`src/rtl/ogr_pkg.sv`:
```
`default_nettype none
package ogr_pkg;

   // default sizes of the grid store and factor limit
   localparam int DEF_MAX_WIDTH  = 256;
   localparam int DEF_MAX_HEIGHT = 256;
   localparam int DEF_MAX_FACTOR = 8;

   // fixed field widths
   localparam int CELL_W  = 11;
   localparam int OCC_W   = 8;
   localparam int SIZE_W  = 9;
   localparam int FACT_W  = 4;
   localparam int CSR_AW  = 4;
   localparam int CSR_DW  = 32;
   localparam int REG_IW  = 2;

   // request commands
   localparam logic CMD_WRITE = 1'b0;
   localparam logic CMD_READ  = 1'b1;

   // register indexes
   localparam logic [REG_IW-1:0] REG_SOURCE_WIDTH  = 2'd0;
   localparam logic [REG_IW-1:0] REG_SOURCE_HEIGHT = 2'd1;
   localparam logic [REG_IW-1:0] REG_SCALE_FACTOR  = 2'd2;
   localparam logic [REG_IW-1:0] REG_REFINE_MODE   = 2'd3;

   // register reset values
   localparam logic [SIZE_W-1:0] RST_SOURCE_WIDTH  = 9'd256;
   localparam logic [SIZE_W-1:0] RST_SOURCE_HEIGHT = 9'd256;
   localparam logic [FACT_W-1:0] RST_SCALE_FACTOR  = 4'd1;
   localparam logic              RST_REFINE_MODE   = 1'b0;

   typedef struct packed {
      logic [SIZE_W-1:0] source_width;
      logic [SIZE_W-1:0] source_height;
      logic [FACT_W-1:0] scale_factor;
      logic              refine_mode;
   } cfg_type;

endpackage
`default_nettype wire

```
`src/rtl/ogr_csr.sv`:
```
`default_nettype none
module ogr_csr (
   input  wire logic                       clock,
   input  wire logic                       reset,
   input  wire logic                       psel,
   input  wire logic                       penable,
   input  wire logic                       pwrite,
   input  wire logic [ogr_pkg::CSR_AW-1:0] paddr,
   input  wire logic [ogr_pkg::CSR_DW-1:0] pwdata,
   output logic      [ogr_pkg::CSR_DW-1:0] prdata,
   output logic                            pready,
   output ogr_pkg::cfg_type                cfg
);
   import ogr_pkg::*;

   cfg_type            cfg_ff;
   logic [REG_IW-1:0]  reg_idx;
   logic               wr_strobe;

   assign pready    = 1'b1;
   assign reg_idx   = paddr[CSR_AW-1:2];
   assign wr_strobe = psel && penable && pwrite && pready;
   assign cfg       = cfg_ff;

   always_ff @(posedge clock) begin
      if (reset) begin
         cfg_ff.source_width  <= RST_SOURCE_WIDTH;
         cfg_ff.source_height <= RST_SOURCE_HEIGHT;
         cfg_ff.scale_factor  <= RST_SCALE_FACTOR;
         cfg_ff.refine_mode   <= RST_REFINE_MODE;
      end else if (wr_strobe) begin
         unique case (reg_idx)
            REG_SOURCE_WIDTH:  cfg_ff.source_width  <= pwdata[SIZE_W-1:0];
            REG_SOURCE_HEIGHT: cfg_ff.source_height <= pwdata[SIZE_W-1:0];
            REG_SCALE_FACTOR:  cfg_ff.scale_factor  <= pwdata[FACT_W-1:0];
            REG_REFINE_MODE:   cfg_ff.refine_mode   <= pwdata[0];
         endcase
      end
   end

   always_comb begin
      unique case (reg_idx)
         REG_SOURCE_WIDTH:  prdata = CSR_DW'(cfg_ff.source_width);
         REG_SOURCE_HEIGHT: prdata = CSR_DW'(cfg_ff.source_height);
         REG_SCALE_FACTOR:  prdata = CSR_DW'(cfg_ff.scale_factor);
         REG_REFINE_MODE:   prdata = CSR_DW'(cfg_ff.refine_mode);
      endcase
   end

endmodule
`default_nettype wire

```
`config.mk`:
```
export PLATFORM = sky130hd
export DESIGN_NAME = ogr_csr
export DESIGN_NICKNAME = d
export VERILOG_FILES = /design/src/rtl/ogr_pkg.sv /design/src/rtl/ogr_csr.sv
export SDC_FILE = /design/constraint.sdc
export NUM_CORES = 1
export LEC_CHECK = 0
export ABC_AREA = 1
export BUFFER_PORTS_ARGS = -buffer_cell sky130_fd_sc_hd__clkbuf_2
export CAP_MARGIN = 20
export CORE_ASPECT_RATIO = 2
export CORE_MARGIN = 2
export CORE_UTILIZATION = 36
export CTS_CLUSTER_DIAMETER = 30
export DETAILED_ROUTE_END_ITERATION = 16
export PLACE_DENSITY = 0.73
export SYNTH_ARGS = -nofsm -noshare
export SYNTH_HDL_FRONTEND = slang
export SYNTH_SLANG_ARGS = --single-unit
```
`constraint.sdc`:
```
create_clock -name clock -period 0.8 [get_ports clock]
set_input_delay 0.04 -clock clock [delete_from_list [all_inputs] [get_ports clock]]
set_output_delay 0.04 -clock clock [all_outputs]
set_load 0.1 [all_outputs]
```
==> flow_summary.json <==
{
  "drtPass1Iterations": 4,
  "cts_tree": "done",
  "crit_arrival_ps": 1050,
  "die_w_um": 46.4,
  "min_from": "pwdata[8]",
  "fillers": 211,
  "initial_utilization_pct": 37.8,
  "reg2reg_depth": 5,
  "grt_pass1_vias": 1423,
  "grt_setup_unrepaired": "true",
  "yosysSeqAreaShare_pct": 35.6,
  "synth_area_leaders": "dfxtp_1 (36%), buf_4 (15%), nand2_1 (12%), nor2_1 (12%), nand3_1 (10%)",
  "drt_iter0_drc": 53,
  "post-route-util_pct": 79.4,
  "final_cell_mix": "nor2_1 (38), buf_12 (35), nand2_1 (30), buf_6 (30)",
  "clock_latency_ps": 260,
  "violations": "setup timing",
  "final-setup-viol-count": 35,
  "netlist_instances": 192,
  "core_area_um2": 3420,
  "final_layout_size_suffix_gt1_share_pct": 52.7,
  "timing.final.crit_share_pct": 137,
  "hold_class": "input pin to register",
  "htree_levels": 1,
  "yosysUniqueCellTypes": 18,
  "io_pins": 97,
  "leakagePower_uw": 0.00133,
  "die-area_um2": 4110,
  "holdWs_ps": 8.18,
  "r2r-end": "cfg[14]$_SDFFE_PP0P_",
  "dr_total_vias": 1537,
  "overflow": 0,
  "io_buffers": 47,
  "hold_violations": 0,
  "ant_nets": 0,
  "remaining_drc_errors": 0,
  "setup_ws_ps": -293,
  "finalMaxSlewViolations": 0,
  "min_to": "cfg[13]$_SDFFE_PP1P_",
  "syn_area_um2": 1290,
  "finClkSkew_ps": 0,
  "power_density_nw_per_um2": 1200,
  "cp.required_ps": 760,
  "layout_commonest_cell": "nor2_1",
  "antenna_found_initial": 0,
  "max_freq_ghz": 0.915,
  "yosys.area.top_type": "dfxtp_1",
  "slowest_delay_ps": 360,
  "via_per_inst": 4.73,
  "diodes": 0,
  "pre_cts_slack_ps": -169,
  "finalCriticalPeriod_ps": 1090,
  "area_growth_pct": 110,
  "maxCapViolCount": 0,
  "grt_max_degree": 24,
  "worstPathMaxFanout": 2,
  "std_cell_rows": 30,
  "clock_sinks": 23,
  "clk_pin_slew_ps": 80,
  "outcome": "finished with violations",
  "ir_drop_mv": 1.14,
  "r2r_setup_slack_ps": -130,
  "drt-wirelength-per-cell_um": 13.6,
  "synth_area_per_cell_um2": 6.73,
  "cts_buffer_depth": 2,
  "regToRegStartpoint": "cfg[14]$_SDFFE_PP0P_",
  "largest_reg_flops": 23,
  "wirelength_um": 4420,
  "ys_ff_latch": 23,
  "worstSetupPathType": "register to output pin",
  "cts_buffers": 3,
  "crit_slowest_cell": "dfxtp_4",
  "endpoint_kind": "output pin",
  "dp_hpwl_um": 2810,
  "fin_nets": 319,
  "cts_root_buffer": "clkbuf_8",
  "startpoint_type": "register",
  "path_cells": "nand2_2 > nand4_1 > buf_12",
  "die_y_um": 88.7,
  "gp_congestion": 0.742,
  "hold-path-cell-count": 3,
  "yosysWarningCount": 0,
  "grt_usage_pct": 21.0,
  "yosysTopAreaCellShare_pct": 35.6,
  "grt_pass1_wl_um": 6330
}
## per-layer routing
| layer | vias to the layer above | track usage, % | wire, µm |
|---|---|---|---|
| met5 | - | 0 | 0 |
| met4 | 0 | 11.9 | 153 |
| met3 | 14 | 2.65 | 211 |
| met2 | 71 | 37.2 | 2570 |
| met1 | 717 | 22.4 | 1490 |
| li1 | 735 | - | - |
## kinds of logic after synthesis
family	count (synthesis)	share of synthesized area [%]
flops	23	35.6
compound gates	9	4.94
simple gates	115	38.3
buf+inv	43	20.5
other cells	2	0.581
## worst max-delay path by stage
stage	cells after the start	end	start
global placement	5	prdata[8]	paddr[3]
CTS	3	prdata[0]	cfg[0]$_SDFFE_PP0P_
global route	3	prdata[0]	cfg[14]$_SDFFE_PP0P_
floorplan	2	prdata[0]	cfg[14]$_SDFFE_PP0P_
finish	3	prdata[0]	cfg[14]$_SDFFE_PP0P_
detailed placement	6	prdata[2]	paddr[3]
## per-stage QoR
step           instances  TNS (ps)  area (µm²)  power [µW]
4_1_cts              318     -5600        2570        3210
5_1_grt              325     -6690        2710        3390
3_5_place_dp         303     -3210        2360        2460
3_3_place_gp         303     -2320        2360        2450
2_1_floorplan        214     -1760        1580        2220
6_report             325     -5630        2710        3260
## where the power goes
group | internal [µW] | switching [µW]
registers | 1110 | 27.5
clock network | 348 | 369
logic | 365 | 1040
total | 1820 | 1430
## cell type report
cell class                      count  area (µm²)  share of cell area (%)
Clock inverter                      1        5.00                   0.185
Tap cell                           48        60.1                    2.21
Clock buffer                        3        41.3                    1.52
Multi-Input combinational cell    148         820                    30.2
Inverter                           13        48.8                    1.80
Sequential cell                    23         547                    20.2
Timing Repair Buffer               89        1190                    43.9
## synth_stat cells
cell type / count
inv_2: 2
buf_4: 25
buf_1: 1
inv_1: 11
o21ai_0: 3
nor2_2: 2
nand4_1: 1
nand3_1: 27
buf_6: 1
nor2_4: 3
a22o_1: 5
conb_1: 2
nand2_1: 41
buf_2: 2
dfxtp_1: 23
clkbuf_1: 1
a21oi_1: 1
nor2_1: 41
## critical path, delay by kind of cell, from the launching register on
family,cells,cell delay (ps)
buffers and inverters,1,210
flip-flops,1,360
AND/OR/NAND/NOR,2,220
## timing repair
| action | CTS | global route |
|---|---|---|
| setup endpoints to repair | 33 | 34 |
| hold buffers | 0 | 0 |
| pin swaps | 7 | 10 |
| resized for setup | 23 | 30 |
| setup buffers | 11 | 9 |
(Power assumes the default switching activity.)
