**config.mk**
```make
export PLATFORM = sky130hd
export DESIGN_NAME = ogr_div
export DESIGN_NICKNAME = d
export VERILOG_FILES = /design/src/rtl/ogr_pkg.sv /design/src/rtl/ogr_div.sv
export SDC_FILE = /design/constraint.sdc
export NUM_CORES = 1
export LEC_CHECK = 0
export ABC_AREA = 1
export BUFFER_PORTS_ARGS = -buffer_cell sky130_fd_sc_hd__buf_2
export CAP_MARGIN = 0
export CORE_ASPECT_RATIO = 0.7
export CORE_MARGIN = 2
export CORE_UTILIZATION = 50
export DETAILED_ROUTE_END_ITERATION = 8
export PLACE_DENSITY = 0.77
export SLEW_MARGIN = 10
export SYNTH_ARGS = -nofsm -noshare
export SYNTH_HDL_FRONTEND = slang
export SYNTH_SLANG_ARGS = --single-unit
```
**constraint.sdc**
```tcl
create_clock -name clock -period 5.45 [get_ports clock]
set_input_delay 0.545 -clock clock [delete_from_list [all_inputs] [get_ports clock]]
set_output_delay 0.545 -clock clock [all_outputs]
set_load 0.03 [all_outputs]
```
**src/rtl/ogr_pkg.sv**
```systemverilog
`default_nettype none
package ogr_pkg;

   // default sizes of the grid store and factor limit
   localparam int DEF_MAX_WIDTH  = 256;
   localparam int DEF_MAX_HEIGHT = 256;
   localparam int DEF_MAX_FACTOR = 8;

   // fixed field widths
   localparam int CELL_W  = 11;
   localparam int OCC_W   = 8;
   localparam int SIZE_W  = 9;
   localparam int FACT_W  = 4;
   localparam int CSR_AW  = 4;
   localparam int CSR_DW  = 32;
   localparam int REG_IW  = 2;

   // request commands
   localparam logic CMD_WRITE = 1'b0;
   localparam logic CMD_READ  = 1'b1;

   // register indexes
   localparam logic [REG_IW-1:0] REG_SOURCE_WIDTH  = 2'd0;
   localparam logic [REG_IW-1:0] REG_SOURCE_HEIGHT = 2'd1;
   localparam logic [REG_IW-1:0] REG_SCALE_FACTOR  = 2'd2;
   localparam logic [REG_IW-1:0] REG_REFINE_MODE   = 2'd3;

   // register reset values
   localparam logic [SIZE_W-1:0] RST_SOURCE_WIDTH  = 9'd256;
   localparam logic [SIZE_W-1:0] RST_SOURCE_HEIGHT = 9'd256;
   localparam logic [FACT_W-1:0] RST_SCALE_FACTOR  = 4'd1;
   localparam logic              RST_REFINE_MODE   = 1'b0;

   typedef struct packed {
      logic [SIZE_W-1:0] source_width;
      logic [SIZE_W-1:0] source_height;
      logic [FACT_W-1:0] scale_factor;
      logic              refine_mode;
   } cfg_type;

endpackage
`default_nettype wire

```
**src/rtl/ogr_div.sv**
```systemverilog
`default_nettype none
// two-lane restoring divider, one quotient bit per cycle on both lanes
module ogr_div #(
   parameter int MAX_FACTOR = ogr_pkg::DEF_MAX_FACTOR
) (
   input  wire logic                              clock,
   input  wire logic                              reset,
   input  wire logic                              start,
   input  wire logic [ogr_pkg::CELL_W-1:0]        num_x,
   input  wire logic [ogr_pkg::CELL_W-1:0]        num_y,
   input  wire logic [$clog2(MAX_FACTOR+1)-1:0]   den,
   output logic                                   done,
   output logic      [ogr_pkg::CELL_W-1:0]        quo_x,
   output logic      [ogr_pkg::CELL_W-1:0]        quo_y
);
   import ogr_pkg::*;

   localparam int F_W   = $clog2(MAX_FACTOR + 1);
   localparam int CNT_W = $clog2(CELL_W + 1);

   logic [CELL_W-1:0] quo_ff  [2];
   logic [F_W-1:0]    rem_ff  [2];
   logic [CELL_W-1:0] quo_in  [2];
   logic [F_W-1:0]    rem_in  [2];
   logic [F_W:0]      trial   [2];
   logic [CNT_W-1:0]  cnt_ff;
   logic              busy_ff;
   logic              done_ff;

   assign done  = done_ff;
   assign quo_x = quo_ff[0];
   assign quo_y = quo_ff[1];

   always_comb begin
      for (int i = 0; i < 2; i++) begin
         trial[i] = {rem_ff[i], quo_ff[i][CELL_W-1]};
         if (trial[i] >= {1'b0, den}) begin
            rem_in[i] = F_W'(trial[i] - {1'b0, den});
            quo_in[i] = {quo_ff[i][CELL_W-2:0], 1'b1};
         end else begin
            rem_in[i] = trial[i][F_W-1:0];
            quo_in[i] = {quo_ff[i][CELL_W-2:0], 1'b0};
         end
      end
   end

   always_ff @(posedge clock) begin
      if (reset) begin
         busy_ff <= 1'b0;
         done_ff <= 1'b0;
         cnt_ff  <= '0;
      end else begin
         done_ff <= 1'b0;
         if (start) begin
            busy_ff   <= 1'b1;
            cnt_ff    <= CNT_W'(CELL_W);
            quo_ff[0] <= num_x;
            quo_ff[1] <= num_y;
            rem_ff[0] <= '0;
            rem_ff[1] <= '0;
         end else if (busy_ff) begin
            quo_ff <= quo_in;
            rem_ff <= rem_in;
            cnt_ff <= cnt_ff - 1'b1;
            if (cnt_ff == CNT_W'(1)) begin
               busy_ff <= 1'b0;
               done_ff <= 1'b1;
            end
         end
      end
   end

endmodule
`default_nettype wire

```
==> results.md <==
- Final worst path period need: 2.23 ns
- Post-DRT Antenna Nets: 0
- RSZ-0062 raised after global routing: no
- Share of the yosys chip area belonging to registers: between 50 and 60%
- Synth Area in Compound Gates: 6.43%
- Post-route DRC: 0
- Cell area after synthesis: around 1900 um2
- DIE AREA: approximately 4300 um2
- Final wirelength: ~3800 um
- Cell family with most CP delay: compound AO/OA/AOI/OAI gates
- Worst Path Buf+Inv: 2
- Cell Pwr Density: 309 nW/um2
- Io pins: 52
- Synth Area in Adders: 8.67%
- Tot Pwr: 0.000713 W
- Main combinational cell family by area after synthesis: simple AND/OR/NAND/NOR gates
- Crit-path cells: buf_2, inv_2, a21oi_4
- CP max stage cell: a21oi_4
- Root buffer cell: clkbuf_8
- Via Count: ~1600
- CP startpoint kind: input pin
- Max clock buf depth: 2
- Worst VDD drop: 229 uV
- Reg2Reg Depth: 2
- Post-synth ARST share: 0%
- Final-report max-slew violation count: 0
- # nets final: 302
- Fmax: between 400 and 500 MHz
- Largest net degree at the start of global routing: 36
- Total iterations of the first detailed-routing run: 6
- Reg2reg end: rem_ff[7]$_SDFFCE_PP0P_
- Worst setup EP type: flip-flop
- Post-DP HPWL: ~2700 um
- Post-CTS Setup Inserts: 0
- Synth Area in XOR/XNOR: 0.919%
- CP Class: input pin to flip-flop
- Relative slew slack: 35.7%
- Mux contribution to synthesized area: 0%
- Crit path required time: 5.36 ns
- Crit path DAT: 2.14 ns
- DRT iter0 DRCs: just over 100
- Hold buffers post-CTS: 0
- Routed WL per cell: between 10 and 15 um
- Remaining Overflow, GRT: 0
- Die W: 77.8 um
- Number of enable flip-flop cells after synthesis: 30
- Initial Util: between 50% and 60%
- Reg2Reg Launch Point: busy_ff$_SDFF_PP0_
- Most frequent cells in the layout: 78 x nand2_1, 51 x buf_2, 30 x edfxtp_1
- Setup TNS: 0 ns
- Clock skew: 0.00727 ns
- Gr usage total: 18.8%
- Commonest non-fill, non-tap cell in the layout: nand2_1
- Clk slew on worst S/H paths: 0.07 ns
- ANT cells: 0
- Die Ht: between 50 and 60 um
- CTS buffer count: 5
- Max stage delay on crit path: 0.86 ns
- Initial antenna violation count: 0
- Unique cell type count in the Yosys netlist: 25
- Yosys synthesis warning count: 0
- CP Max Fanout: 35
- First-pass GRT wire length: 6340 um
- R2r setup slk: roughly 3.7 ns
- Total leakage power: ~1.1 nW
- Worst setup path end: rem_ff[7]$_SDFFCE_PP0P_
- Area grow syn2layout: 21.3%
- Crit share post-route: 40.9%
- TritonCTS clock tree: built
- Final setup viols: 0
- Simple-Gate Fraction of Synth Area: around 25%
- Share of layout cells above drive strength 1: 26.7%
- Via density: around 5
- Least-Margin Pin Slew: approximately 0.96 ns
- I/O Buffers: 51
- Syn avg cell area: 9.07 um2
- Number of global-route vias before repair: 1424
- FF+latch count, synth: 36
- CP startpoint: start
- Status: finished clean
- Routability Congestion: 0.816
- Syn_nets: around 250
- Fill count: 309
- H-Tree Level Count: 2
- CP Depth: 3
- CTS resizes: 0
- Post-Synthesis Cells: 210
- Top FF cell, synth: edfxtp_1
- Clock Latency Late Sink: a little under 0.3 ns
- Site Rows: 18
- Core Region: between 3000 and 4000 um2
- Max-Cap Viols: 0
- Hold Vio Cnt, Final: 0
- CTS sink cnt: 36
- HP Class: flip-flop to flip-flop
through the flow:
step / hold WS, ns / instance area, um2 / utilization (%) / instances / setup slack [ns]
2_1_floorplan: 0.442 / 1910 / - / 210 / 2.72
5_1_grt: 0.507 / 2310 / 64.5 / 312 / 3.06
4_1_cts: 0.480 / 2310 / 64.5 / 312 / 3.20
3_5_place_dp: 0.469 / 2200 / 61.4 / 304 / 2.90
6_report: 0.486 / 2310 / 64.5 / 312 / 3.22
3_3_place_gp: 0.470 / 2200 / 61.4 / 304 / 2.92
worst register-to-register path, delay by kind of cell (launching register included):
kind | cells | cell delay, ns
compound gates | 1 | 0.78
buf+inv | 1 | 0.15
flops | 1 | 0.47
worst min-delay path by stage:
| stage | from | to | slack (ns) | cells after the start |
|---|---|---|---|---|
| 2_1_floorplan | cnt_ff[3]$_SDFFE_PP0N_ | cnt_ff[3]$_SDFFE_PP0N_ | 0.44 | 2 |
| 3_3_place_gp | cnt_ff[3]$_SDFFE_PP0N_ | cnt_ff[3]$_SDFFE_PP0N_ | 0.47 | 2 |
| 3_5_place_dp | cnt_ff[3]$_SDFFE_PP0N_ | cnt_ff[3]$_SDFFE_PP0N_ | 0.47 | 2 |
| 4_1_cts | cnt_ff[3]$_SDFFE_PP0N_ | cnt_ff[3]$_SDFFE_PP0N_ | 0.48 | 2 |
| 5_1_grt | reset | cnt_ff[1]$_SDFFE_PP0N_ | 0.51 | 2 |
| 6_report | cnt_ff[3]$_SDFFE_PP0N_ | cnt_ff[3]$_SDFFE_PP0N_ | 0.49 | 2 |
cells by family after synthesis:
kind of cell | Yosys count
simple gates | 114
flops | 36
buf+inv | 27
compound gates | 19
fa+ha+maj | 12
xor+xnor | 2
registers in the layout (all words and copies together) (netlist names):
register / flops
quo_y: 11
rem_ff: 8
busy_ff: 1
cnt_ff: 4
quo_x: 11
done: 1
cell type report:
| cell class | instances | area, um2 | area share, % |
|---|---|---|---|
| clock buffer | 5 | 68.8 | 2.98 |
| clock inverter | 3 | 42.5 | 1.84 |
| inverter | 20 | 75.1 | 3.25 |
| multi-input combinational | 147 | 786 | 34.0 |
| sequential | 36 | 1020 | 44.2 |
| tap | 50 | 62.6 | 2.71 |
| timing repair buffer | 51 | 255 | 11.0 |
where the power goes:
group | total [W] | internal [W] | switching (W)
sequential | 0.000337 | 0.000325 | 0.0000123
combinational | 0.000145 | 0.0000507 | 0.0000939
clock | 0.000231 | 0.000135 | 0.0000958
total | 0.000713 | 0.000511 | 0.000202
synthesized netlist by cell type, types with 2 or more instances:
library cell	n	area share [%]
nand2_1	78	15
edfxtp_1	30	47
inv_1	17	3.3
nor2_1	15	3.0
nand3_1	12	3.2
ha_1	10	6.6
a21oi_1	6	1.6
dfxtp_1	6	6.3
buf_2	4	1.1
a31oi_1	3	0.99
inv_2	3	0.59
nor3_1	3	0.79
o21ai_0	3	0.79
a21boi_0	2	0.79
a21oi_2	2	0.92
clkbuf_1	2	0.39
fa_1	2	2.1
nand2_2	2	0.66
nand3b_1	2	0.79
o21ai_2	2	0.92
xnor2_1	2	0.92
per-layer routing:
| metal | global-route usage [%] | vias to the layer above | wire (um) |
|---|---|---|---|
| met5 | 0 | - | 0 |
| li1 | - | 792 | - |
| met1 | 26.8 | 713 | 1830 |
| met3 | 4.71 | 5 | 243 |
| met2 | 28.6 | 56 | 1650 |
| met4 | 5.36 | 0 | 35 |
No activity file was read; power rests on OpenSTA's default activity.
