## src/rtl/ogr_pkg.sv

```systemverilog
`default_nettype none
package ogr_pkg;

   // default sizes of the grid store and factor limit
   localparam int DEF_MAX_WIDTH  = 256;
   localparam int DEF_MAX_HEIGHT = 256;
   localparam int DEF_MAX_FACTOR = 8;

   // fixed field widths
   localparam int CELL_W  = 11;
   localparam int OCC_W   = 8;
   localparam int SIZE_W  = 9;
   localparam int FACT_W  = 4;
   localparam int CSR_AW  = 4;
   localparam int CSR_DW  = 32;
   localparam int REG_IW  = 2;

   // request commands
   localparam logic CMD_WRITE = 1'b0;
   localparam logic CMD_READ  = 1'b1;

   // register indexes
   localparam logic [REG_IW-1:0] REG_SOURCE_WIDTH  = 2'd0;
   localparam logic [REG_IW-1:0] REG_SOURCE_HEIGHT = 2'd1;
   localparam logic [REG_IW-1:0] REG_SCALE_FACTOR  = 2'd2;
   localparam logic [REG_IW-1:0] REG_REFINE_MODE   = 2'd3;

   // register reset values
   localparam logic [SIZE_W-1:0] RST_SOURCE_WIDTH  = 9'd256;
   localparam logic [SIZE_W-1:0] RST_SOURCE_HEIGHT = 9'd256;
   localparam logic [FACT_W-1:0] RST_SCALE_FACTOR  = 4'd1;
   localparam logic              RST_REFINE_MODE   = 1'b0;

   typedef struct packed {
      logic [SIZE_W-1:0] source_width;
      logic [SIZE_W-1:0] source_height;
      logic [FACT_W-1:0] scale_factor;
      logic              refine_mode;
   } cfg_type;

endpackage
`default_nettype wire

```

## src/rtl/ogr_ctrl.sv

```systemverilog
`default_nettype none
module ogr_ctrl #(
   parameter int MAX_WIDTH  = ogr_pkg::DEF_MAX_WIDTH,
   parameter int MAX_HEIGHT = ogr_pkg::DEF_MAX_HEIGHT,
   parameter int MAX_FACTOR = ogr_pkg::DEF_MAX_FACTOR
) (
   input  wire logic                                    clock,
   input  wire logic                                    reset,
   input  wire ogr_pkg::cfg_type                        cfg,
   input  wire logic                                    req_valid,
   output logic                                         req_ready,
   input  wire logic                                    req_command,
   input  wire logic [ogr_pkg::CELL_W-1:0]              req_cell_x,
   input  wire logic [ogr_pkg::CELL_W-1:0]              req_cell_y,
   input  wire logic [ogr_pkg::OCC_W-1:0]               req_cell_value,
   output logic                                         rsp_valid,
   input  wire logic                                    rsp_ready,
   output logic      [ogr_pkg::OCC_W-1:0]               rsp_occupancy,
   output logic                                         rsp_out_of_range,
   output logic                                         mem_wr_en,
   output logic [$clog2(MAX_WIDTH*MAX_HEIGHT)-1:0]      mem_wr_addr,
   output logic      [ogr_pkg::OCC_W-1:0]               mem_wr_data,
   output logic                                         mem_rd_en,
   output logic [$clog2(MAX_WIDTH*MAX_HEIGHT)-1:0]      mem_rd_addr,
   input  wire logic [ogr_pkg::OCC_W-1:0]               mem_rd_data,
   output logic                                         div_start,
   output logic      [ogr_pkg::CELL_W-1:0]              div_num_x,
   output logic      [ogr_pkg::CELL_W-1:0]              div_num_y,
   output logic      [$clog2(MAX_FACTOR+1)-1:0]         div_den,
   input  wire logic                                    div_done,
   input  wire logic [ogr_pkg::CELL_W-1:0]              div_quo_x,
   input  wire logic [ogr_pkg::CELL_W-1:0]              div_quo_y
);
   import ogr_pkg::*;

   localparam int COL_W  = $clog2(MAX_WIDTH);
   localparam int ROW_W  = $clog2(MAX_HEIGHT);
   localparam int ADDR_W = $clog2(MAX_WIDTH * MAX_HEIGHT);
   localparam int W_W    = $clog2(MAX_WIDTH + 1);
   localparam int H_W    = $clog2(MAX_HEIGHT + 1);
   localparam int F_W    = $clog2(MAX_FACTOR + 1);
   localparam int WH_W   = (W_W > H_W) ? W_W : H_W;
   localparam int D_W    = (WH_W > CELL_W) ? WH_W : CELL_W;
   localparam int P_W    = D_W + F_W + 1;

   typedef enum logic [2:0] {
      ST_IDLE, ST_MUL, ST_RANGE, ST_DIV_WAIT, ST_ADDR, ST_WALK, ST_DRAIN, ST_DONE
   } state_type;

   state_type         state_ff;
   logic [CELL_W-1:0] x_ff, y_ff;
   logic [P_W-1:0]    xf_ff, yf_ff, wf_ff, hf_ff;
   logic [COL_W-1:0]  base_col_ff;
   logic [ROW_W-1:0]  base_row_ff;
   logic [F_W-1:0]    win_ff, c_ff, r_ff;
   logic [ADDR_W-1:0] row_addr_ff;
   logic              rd_pend_ff;
   logic [OCC_W-1:0]  best_ff;
   logic              res_oob_ff;
   logic              rsp_valid_ff;
   logic [OCC_W-1:0]  rsp_occ_ff;
   logic              rsp_oob_ff;

   logic [W_W-1:0]    used_w;
   logic [H_W-1:0]    used_h;
   logic [F_W-1:0]    used_f;
   logic [D_W-1:0]    wx_ext, wy_ext, qx_ext, qy_ext;
   logic              wr_ok;
   logic              in_range;
   logic              rsp_free;

   // saturate the configured sizes to the store and the factor to its limit; factor 0 counts as 1
   always_comb begin
      if (32'(cfg.source_width) > 32'(MAX_WIDTH)) used_w = W_W'(MAX_WIDTH);
      else                                         used_w = W_W'(cfg.source_width);
      if (32'(cfg.source_height) > 32'(MAX_HEIGHT)) used_h = H_W'(MAX_HEIGHT);
      else                                           used_h = H_W'(cfg.source_height);
      priority if (cfg.scale_factor == '0)                   used_f = F_W'(1);
      else if (32'(cfg.scale_factor) > 32'(MAX_FACTOR))      used_f = F_W'(MAX_FACTOR);
      else                                                   used_f = F_W'(cfg.scale_factor);
   end

   // source cell writes go straight to the store at accept; writes outside the source size are dropped
   assign wx_ext      = D_W'(req_cell_x);
   assign wy_ext      = D_W'(req_cell_y);
   assign wr_ok       = (P_W'(req_cell_x) < P_W'(used_w)) && (P_W'(req_cell_y) < P_W'(used_h));
   assign req_ready   = (state_ff == ST_IDLE);
   assign mem_wr_en   = req_ready && req_valid && (req_command == CMD_WRITE) && wr_ok;
   assign mem_wr_addr = ADDR_W'(wy_ext[ROW_W-1:0] * MAX_WIDTH) + ADDR_W'(wx_ext[COL_W-1:0]);
   assign mem_wr_data = req_cell_value;

   // coarsen: window must fit, (x+1)*f <= w; refine: x < w*f
   always_comb begin
      if (cfg.refine_mode) begin
         in_range = (P_W'(x_ff) < wf_ff) && (P_W'(y_ff) < hf_ff);
      end else begin
         in_range = (xf_ff + P_W'(used_f) <= P_W'(used_w)) &&
                    (yf_ff + P_W'(used_f) <= P_W'(used_h));
      end
   end

   assign div_start = (state_ff == ST_RANGE) && in_range && cfg.refine_mode;
   assign div_num_x = x_ff;
   assign div_num_y = y_ff;
   assign div_den   = used_f;
   assign qx_ext    = D_W'(div_quo_x);
   assign qy_ext    = D_W'(div_quo_y);

   assign mem_rd_en   = (state_ff == ST_WALK);
   assign mem_rd_addr = row_addr_ff + ADDR_W'(c_ff);

   assign rsp_free         = !rsp_valid_ff || rsp_ready;
   assign rsp_valid        = rsp_valid_ff;
   assign rsp_occupancy    = rsp_occ_ff;
   assign rsp_out_of_range = rsp_oob_ff;

   always_ff @(posedge clock) begin
      if (reset) begin
         state_ff     <= ST_IDLE;
         rd_pend_ff   <= 1'b0;
         rsp_valid_ff <= 1'b0;
      end else begin
         rd_pend_ff <= (state_ff == ST_WALK);
         if (rd_pend_ff && (mem_rd_data > best_ff)) begin
            best_ff <= mem_rd_data;
         end
         // ST_DONE reloads the response register itself
         if (rsp_valid_ff && rsp_ready && (state_ff != ST_DONE)) begin
            rsp_valid_ff <= 1'b0;
         end

         unique case (state_ff)
            ST_IDLE: begin
               if (req_valid && (req_command == CMD_READ)) begin
                  x_ff     <= req_cell_x;
                  y_ff     <= req_cell_y;
                  state_ff <= ST_MUL;
               end
            end
            ST_MUL: begin
               xf_ff    <= P_W'(x_ff) * P_W'(used_f);
               yf_ff    <= P_W'(y_ff) * P_W'(used_f);
               wf_ff    <= P_W'(used_w) * P_W'(used_f);
               hf_ff    <= P_W'(used_h) * P_W'(used_f);
               state_ff <= ST_RANGE;
            end
            ST_RANGE: begin
               res_oob_ff <= !in_range;
               priority if (!in_range) begin
                  best_ff  <= '0;
                  state_ff <= ST_DONE;
               end else if (cfg.refine_mode) begin
                  state_ff <= ST_DIV_WAIT;
               end else begin
                  base_col_ff <= xf_ff[COL_W-1:0];
                  base_row_ff <= yf_ff[ROW_W-1:0];
                  win_ff      <= used_f;
                  state_ff    <= ST_ADDR;
               end
            end
            ST_DIV_WAIT: begin
               // refine reads a one-cell window at the divided position
               if (div_done) begin
                  base_col_ff <= qx_ext[COL_W-1:0];
                  base_row_ff <= qy_ext[ROW_W-1:0];
                  win_ff      <= F_W'(1);
                  state_ff    <= ST_ADDR;
               end
            end
            ST_ADDR: begin
               row_addr_ff <= ADDR_W'(base_row_ff * MAX_WIDTH) + ADDR_W'(base_col_ff);
               c_ff        <= '0;
               r_ff        <= '0;
               best_ff     <= '0;
               state_ff    <= ST_WALK;
            end
            ST_WALK: begin
               if (c_ff == win_ff - 1'b1) begin
                  c_ff        <= '0;
                  row_addr_ff <= row_addr_ff + ADDR_W'(MAX_WIDTH);
                  if (r_ff == win_ff - 1'b1) begin
                     state_ff <= ST_DRAIN;
                  end else begin
                     r_ff <= r_ff + 1'b1;
                  end
               end else begin
                  c_ff <= c_ff + 1'b1;
               end
            end
            ST_DRAIN: begin
               // last read data folds into best_ff at this edge
               state_ff <= ST_DONE;
            end
            ST_DONE: begin
               if (rsp_free) begin
                  rsp_valid_ff <= 1'b1;
                  rsp_occ_ff   <= best_ff;
                  rsp_oob_ff   <= res_oob_ff;
                  state_ff     <= ST_IDLE;
               end
            end
            default: state_ff <= ST_IDLE;
         endcase
      end
   end

endmodule
`default_nettype wire

```

## config.mk

```make
export PLATFORM = sky130hd
export DESIGN_NAME = ogr_ctrl
export DESIGN_NICKNAME = d
export VERILOG_FILES = /design/src/rtl/ogr_pkg.sv /design/src/rtl/ogr_ctrl.sv
export SDC_FILE = /design/constraint.sdc
export NUM_CORES = 1
export LEC_CHECK = 0
export ABC_CLOCK_PERIOD_IN_PS = 8800
export BUFFER_PORTS_ARGS = -buffer_cell sky130_fd_sc_hd__clkbuf_2
export CAP_MARGIN = 20
export CELL_PAD_IN_SITES_DETAIL_PLACEMENT = 2
export CELL_PAD_IN_SITES_GLOBAL_PLACEMENT = 2
export CORE_ASPECT_RATIO = 0.75
export CORE_MARGIN = 3
export CORE_UTILIZATION = 38
export DETAILED_ROUTE_END_ITERATION = 8
export PLACE_DENSITY_LB_ADDON = 0.1
export SKIP_CTS_REPAIR_TIMING = 1
export SLEW_MARGIN = 20
export SYNTH_ARGS = -nofsm -noshare
export SYNTH_HDL_FRONTEND = slang
export SYNTH_SLANG_ARGS = --single-unit
```

## constraint.sdc

```tcl
create_clock -name clock -period 8.8 [get_ports clock]
set_input_delay 1.76 -clock clock [delete_from_list [all_inputs] [get_ports clock]]
set_output_delay 1.76 -clock clock [all_outputs]
set_load 0.05 [all_outputs]
```

==> results.toml, run 1 <==
[timing]
fin_crit_ns = 6.817
max_clock_freq_mhz = 146.7
slew_headroom_pct = 32.36
period_share_pct = 77.46
tightest_slew_ns = 1.011
hold_viol = 0
final.setup.tns_ns = 0
setup_viol = 0
rsz0062_at_grt = "no"
hold_slack_ns = 0.4677
slew_viol_final = 0
fin_skew_ns = 0.01391

[route]
wl_um = 38980
drt-wirelength-per-cell_um = 21.07
dr.pass1.iters = 4
drc = 0
drtAntennaViolNets = 0
vias_per_cell = 5.244
drt-initial-drc-count = 423
num_vias = 9702

[global_route]
grt_pass1_wl_um = 61730
grtUsageTotal_pct = 22.54
first_global_vias = 10755
antenna_found_initial = 0
grt-ovfl-total = 0
grt_max_degree = 57

[min_path]
hold_class = "reg -> reg"

[die]
num_rows = 57
dieArea_um2 = 35530
core_area_um2 = 32590
initial_core_util_pct = 38.81
die_x_um = 216.7
io_pins = 169
fp.dieH_um = 164

[cells_and_area]
fin_cells = 1850
fillers = 3532
layout_commonest_cell = "nand2_1"
layout_common_cells = "156 x nand2_1, 149 x ha_1, 148 x inv_1"
area_growth_pct = 13.44
seqCellArea_um2 = 4304
multi_input_area_um2 = 7516
drive_gt1_share_pct = 16.42
nNetsFinal = 1699
post-route-util_pct = 44.02

[pwr]
ir_drop_v = 0.0001190
pwr_density_cell_nw_per_um2 = 188.0
p_leak_nw = 6.523
total_power_mw = 2.697

[synthesis]
yosysUniqueCellTypes = 59
synth_edf_count = 140
syn_inst = 1269
syn-num-nets = 1574
synth_top_cell_area_share_pct = 33.24
synth-seq-cells = 145
synth_flop_cell = "edfxtp_1"
seq_area_frac_synth_pct = 34.03
syn_area_um2 = 12650
yosysWarnings = 0
yosys-top-cells-area = "edfxtp_1 33%, ha_1 15%, fa_1 11%"
synth_top_area_cell = "edfxtp_1"
avgSynthCellArea_um2 = 9.967
synthArstFlopShare_pct = 0

[setup_path]
critPathRequiredTime_ns = 8.91
end_kind = "flip-flop"
cp-start-kind = "input pin"
worstPathArrival_ns = 6.93
worstPathMaxFanout = 46
worstSetupPathType = "in -> reg"

[clock_network]
cts_sinks = 145
clockBufferDepth = 2
path_clk_slew_ns = 0.06
cts_tree = "done"
clkLatencyLatePin_ns = 0.45
htreeDepth = 4
cts-root-buf = "clkbuf_16"
cts_buffers = 17

[place]
port_buffers = 146
finalWeightedCongestion = 0.8011
dp_cells = 1816
dpl.hpwl_um = 30710

[status]
outcome = "finished, final reports clean"

[job]
max_cap_violations = 0
## cells by family (layout without fill, tap and decap cells)
family,count (synthesis),in the layout,share of synthesized area [%]
simple gates,422,422,16.21
fa+ha+maj,216,216,25.34
buf+inv,203,341,6.796
compound gates,172,172,9.309
flops,145,145,34.03
xor+xnor,86,86,6.173
mux,25,25,2.137
other cells,0,1,0
## cell usage after synthesis, types with 3 or more instances
master,n
nor3b_1,3
nand2b_1,10
ha_1,149
xnor2_1,59
o221ai_1,3
a211oi_2,8
o21ai_0,27
a2111oi_0,5
a21oi_1,51
and3_1,7
mux2_2,16
a31oi_1,8
nand2_1,156
o21a_1,5
nor4_1,4
mux2i_1,9
nor2b_1,38
a21o_1,14
inv_1,148
nand4_1,14
or2_2,9
fa_1,67
o31ai_1,5
buf_4,24
o21bai_1,5
dfxtp_1,5
o211ai_1,13
clkbuf_1,27
and4_1,3
nand3_1,22
a22oi_1,3
o31a_1,3
nor2_1,67
a41oi_1,3
edfxtp_1,140
and2_1,55
a211oi_1,6
xor2_1,25
nor3_1,27
## layer usage
metal	vias to the layer above	global-route usage, %	part of all wire, %
li1	4591	-	-
met1	4972	31.30	49
met2	117	37.96	47
met3	22	3.440	2.8
met4	0	3.907	0.79
met5	-	0	0
## state kept, by name, summed over array words and instances, names as in the netlist
| name | flops |
|---|---|
| c_ff | 4 |
| rsp_valid | 1 |
| win_ff | 4 |
| yf_ff | 15 |
| div_num_y | 11 |
| best_ff | 8 |
| rd_pend_ff | 1 |
| wf_ff | 13 |
| div_num_x | 11 |
| base_col_ff | 8 |
| hf_ff | 13 |
| state_ff | 3 |
| res_oob_ff | 1 |
| xf_ff | 15 |
| r_ff | 4 |
| base_row_ff | 8 |
| row_addr_ff | 16 |
| rsp_out_of_range | 1 |
| rsp_occupancy | 8 |
## stage by stage
step	worst slack, ns	cell area [µm²]
6_report	1.983	14350
5_1_grt	1.635	14350
4_1_cts	1.966	14330
3_5_place_dp	1.517	13740
3_3_place_gp	1.685	13740
2_1_floorplan	1.638	12650
## power breakdown
group	total (mW)	internal [mW]	switching [mW]
Clock	0.757	0.445	0.312
Sequential	1.01	0.905	0.108
Combinational	0.928	0.344	0.584
Total	2.70	1.69	1.00
## final timing paths
| check | from | to | slack (ns) | cells after the start |
|---|---|---|---|---|
| setup / recovery | cfg[4] | base_row_ff[6]$_DFFE_PP_ | 1.98 | 19 |
| hold / removal | res_oob_ff$_DFFE_PP_ | rsp_out_of_range$_DFFE_PP_ | 0.47 | 0 |
| setup reg to reg | xf_ff[3]$_DFFE_PP_ | base_row_ff[6]$_DFFE_PP_ | 4.20 | 14 |
| hold reg to reg | res_oob_ff$_DFFE_PP_ | rsp_out_of_range$_DFFE_PP_ | 0.47 | 0 |
## final cells by class
cell class	instances	area share, %
inverters	150	3.924
repair buffers	159	5.755
well taps	442	3.854
flip-flops and latches	145	30.00
multi-input cells	921	52.38
clock buffers	21	3.069
clock inverters	11	1.003
diodes	1	0.01744
## critical path, cell delays in order
cell	delay, ns
clkbuf_2	0.09
buf_4	0.48
nand2b_1	0.18
buf_4	0.20
clkinv_1	0.29
ha_1	0.48
a21oi_1	0.12
o21ai_0	0.72
nand2_1	0.15
xnor2_1	0.16
ha_1	0.34
a21oi_1	0.16
a21oi_1	0.09
a211oi_1	0.31
o221ai_1	0.15
nor2_1	0.18
nand4_2	0.44
o22ai_2	0.22
buf_4	0.35
Note: power is estimated with default switching activity, not from simulation.
==> run 2: changes to the inputs <==
--- a/config.mk
+++ b/config.mk
@@ -5,7 +5,7 @@
 export SDC_FILE = /design/constraint.sdc
 export NUM_CORES = 1
 export LEC_CHECK = 0
-export ABC_CLOCK_PERIOD_IN_PS = 8800
+export ABC_CLOCK_PERIOD_IN_PS = 6980
 export BUFFER_PORTS_ARGS = -buffer_cell sky130_fd_sc_hd__clkbuf_2
 export CAP_MARGIN = 20
 export CELL_PAD_IN_SITES_DETAIL_PLACEMENT = 2
==> constraint.sdc (replaced) <==
create_clock -name clock -period 6.98 [get_ports clock]
set_input_delay 1.396 -clock clock [delete_from_list [all_inputs] [get_ports clock]]
set_output_delay 1.396 -clock clock [all_outputs]
set_load 0.05 [all_outputs]
==> run 2 against run 1 <==
Compared with the run above:
- count of clock-buffer cells in the layout shrank 1
- core utilization grew 0.061 points
- cell count grew 0.22%
- highest routed layer unchanged
==> results.toml, run 2 (same netlist as run 1, synthesis figures left out) <==
[status]
outcome = "finished, final reports clean"

[die]
core_area_um2 = 32590
io_pins = 169
die_x_um = 216.7
initial_core_util_pct = 38.81
num_rows = 57
dieArea_um2 = 35530
fp.dieH_um = 164

[cells_and_area]
area_growth_pct = 13.60
drive_gt1_share_pct = 16.65
nNetsFinal = 1703
reg_top3 = "row_addr_ff (16), xf_ff (15), yf_ff (15)"
regMostFlops = "row_addr_ff"
stdcell_area_um2 = 14370
largest_register_ffs = 16
layout_commonest_cell = "nand2_1"
layout_common_cells = "156 x nand2_1, 149 x ha_1, 148 x inv_1"

[pwr]
p_comb_share_pct = 34.7
ir_drop_v = 0.0001805
power_switching_mw = 1.272
clkPwrFrac_pct = 27.5
p_leak_nw = 6.541
intPower_mw = 2.103
pwr_density_cell_nw_per_um2 = 234.9
p_seq_share_pct = 37.8
p_sw_share_pct = 37.68

[timing]
fin_crit_ns = 6.136
setup_viol = 0
period_share_pct = 87.91
timing.final.ws_setup_ns = 0.8442
tightest_slew_ns = 1.126
slew_viol_final = 0
final.setup.tns_ns = 0
rsz0062_at_grt = "no"
fin_skew_ns = 0.01053
hold_viol = 0
slew_headroom_pct = 24.91
max_clock_freq_mhz = 163.0

[route]
wl_met3_um = 1255
drc = 0
wl_met2_um = 18390
num_vias = 9720
dr.pass1.iters = 5
dr.max_layer_used = "met4"
drt-wirelength-per-cell_um = 20.97
drt-initial-drc-count = 413
wl_um = 38880
met1Wirelength_um = 18730
vias_per_cell = 5.243
drtAntennaViolNets = 0

[setup_path]
r2r_start = "xf_ff[3]$_DFFE_PP_"
cp-start-kind = "input pin"
worstPathArrival_ns = 6.26
worstPathMaxFanout = 20
crit_start = "cfg[4]"
critPathRequiredTime_ns = 7.11
worstSetupPathType = "in -> reg"
end_kind = "flip-flop"

[global_route]
grt_max_degree = 57
grtUsageTotal_pct = 22.71
grt-ovfl-total = 0
antenna_found_initial = 1
first_global_vias = 10821
grt_pass1_wl_um = 61820

[place]
place_ws_ns = 0.3667
placed_area_um2 = 13780
finalWeightedCongestion = 0.8216
port_buffers = 146
dpl.hpwl_um = 30840

[clock_network]
cts_buffers = 17
path_clk_slew_ns = 0.07
cts-root-buf = "clkbuf_16"
cts_tree = "done"
clkLatencyLatePin_ns = 0.46
cts_sinks = 145
clockBufferDepth = 2
htreeDepth = 4

[min_path]
hold_start = "res_oob_ff$_DFFE_PP_"
hold_class = "reg -> reg"

[job]
max_cap_violations = 0
## run 2: cell types whose count changed in the layout (fill, tap and decap cells not counted)
cell	previous run	this run
bufinv_16	3	2
buf_4	12	17
clkinv_1	2	3
clkinv_4	1	3
clkbuf_1	4	3
clkinv_2	3	1
clkinvlp_4	4	3
inv_6	0	2
buf_2	1	0
## run 2: cell type report
| cell class | count | area [µm²] |
|---|---|---|
| clock buffer | 20 | 436.7 |
| sequential | 145 | 4304 |
| clock inverter | 12 | 135.1 |
| inverter | 150 | 563.0 |
| antenna | 1 | 2.502 |
| fill | 3495 | 18220 |
| tap | 442 | 553.0 |
| multi-input combinational | 921 | 7516 |
| timing repair buffer | 163 | 858.3 |
## run 2: critical path: stages
cell,delay [ns]
clkbuf_2,0.12
nand2b_1,0.12
buf_4,0.18
clkinv_1,0.58
buf_4,0.45
ha_1,0.31
a211oi_1,0.09
o21bai_1,0.44
nand4_1,0.18
xnor2_1,0.16
ha_1,0.32
nand4_1,0.12
or3b_2,0.14
a21oi_1,0.05
a2111o_1,0.31
a211oi_2,0.24
nand4_2,0.47
o22ai_2,0.23
buf_4,0.34
## run 2: final timing paths
| kind | slack (ns) | depth (start not counted) | to |
|---|---|---|---|
| setup / recovery | 0.84 | 19 | base_row_ff[5]$_DFFE_PP_ |
| hold / removal | 0.44 | 0 | rsp_out_of_range$_DFFE_PP_ |
| setup reg to reg | 2.52 | 14 | base_row_ff[5]$_DFFE_PP_ |
| hold reg to reg | 0.44 | 0 | rsp_out_of_range$_DFFE_PP_ |
## run 2: power by group through the flow
stage | logic (mW) | clock network (mW) | registers (mW)
2_1_floorplan | 0.847 | 0 | 1.25
3_3_place_gp | 1.11 | 0 | 1.29
3_5_place_dp | 1.17 | 0 | 1.29
4_1_cts | 1.18 | 0.946 | 1.28
5_1_grt | 1.31 | 0.980 | 1.30
6_report | 1.17 | 0.928 | 1.28
## run 2: layer usage
layer / track usage [%] / up-vias
met5: 0 / -
met4: 4.712 / 0
met3: 3.551 / 24
met2: 38.48 / 138
met1: 31.00 / 4969
li1: - / 4589
## run 2: through the flow
step	util [%]	total power [mW]	hold slack, ns	cells
after floorplan	-	2.100	0.4003	1269
after global placement	42.28	2.399	0.4507	1821
after detailed placement	42.28	2.459	0.4546	1821
after CTS	44.04	3.407	0.4565	1853
after global routing	44.09	3.588	0.4616	1854
final	44.09	3.375	0.4440	1854
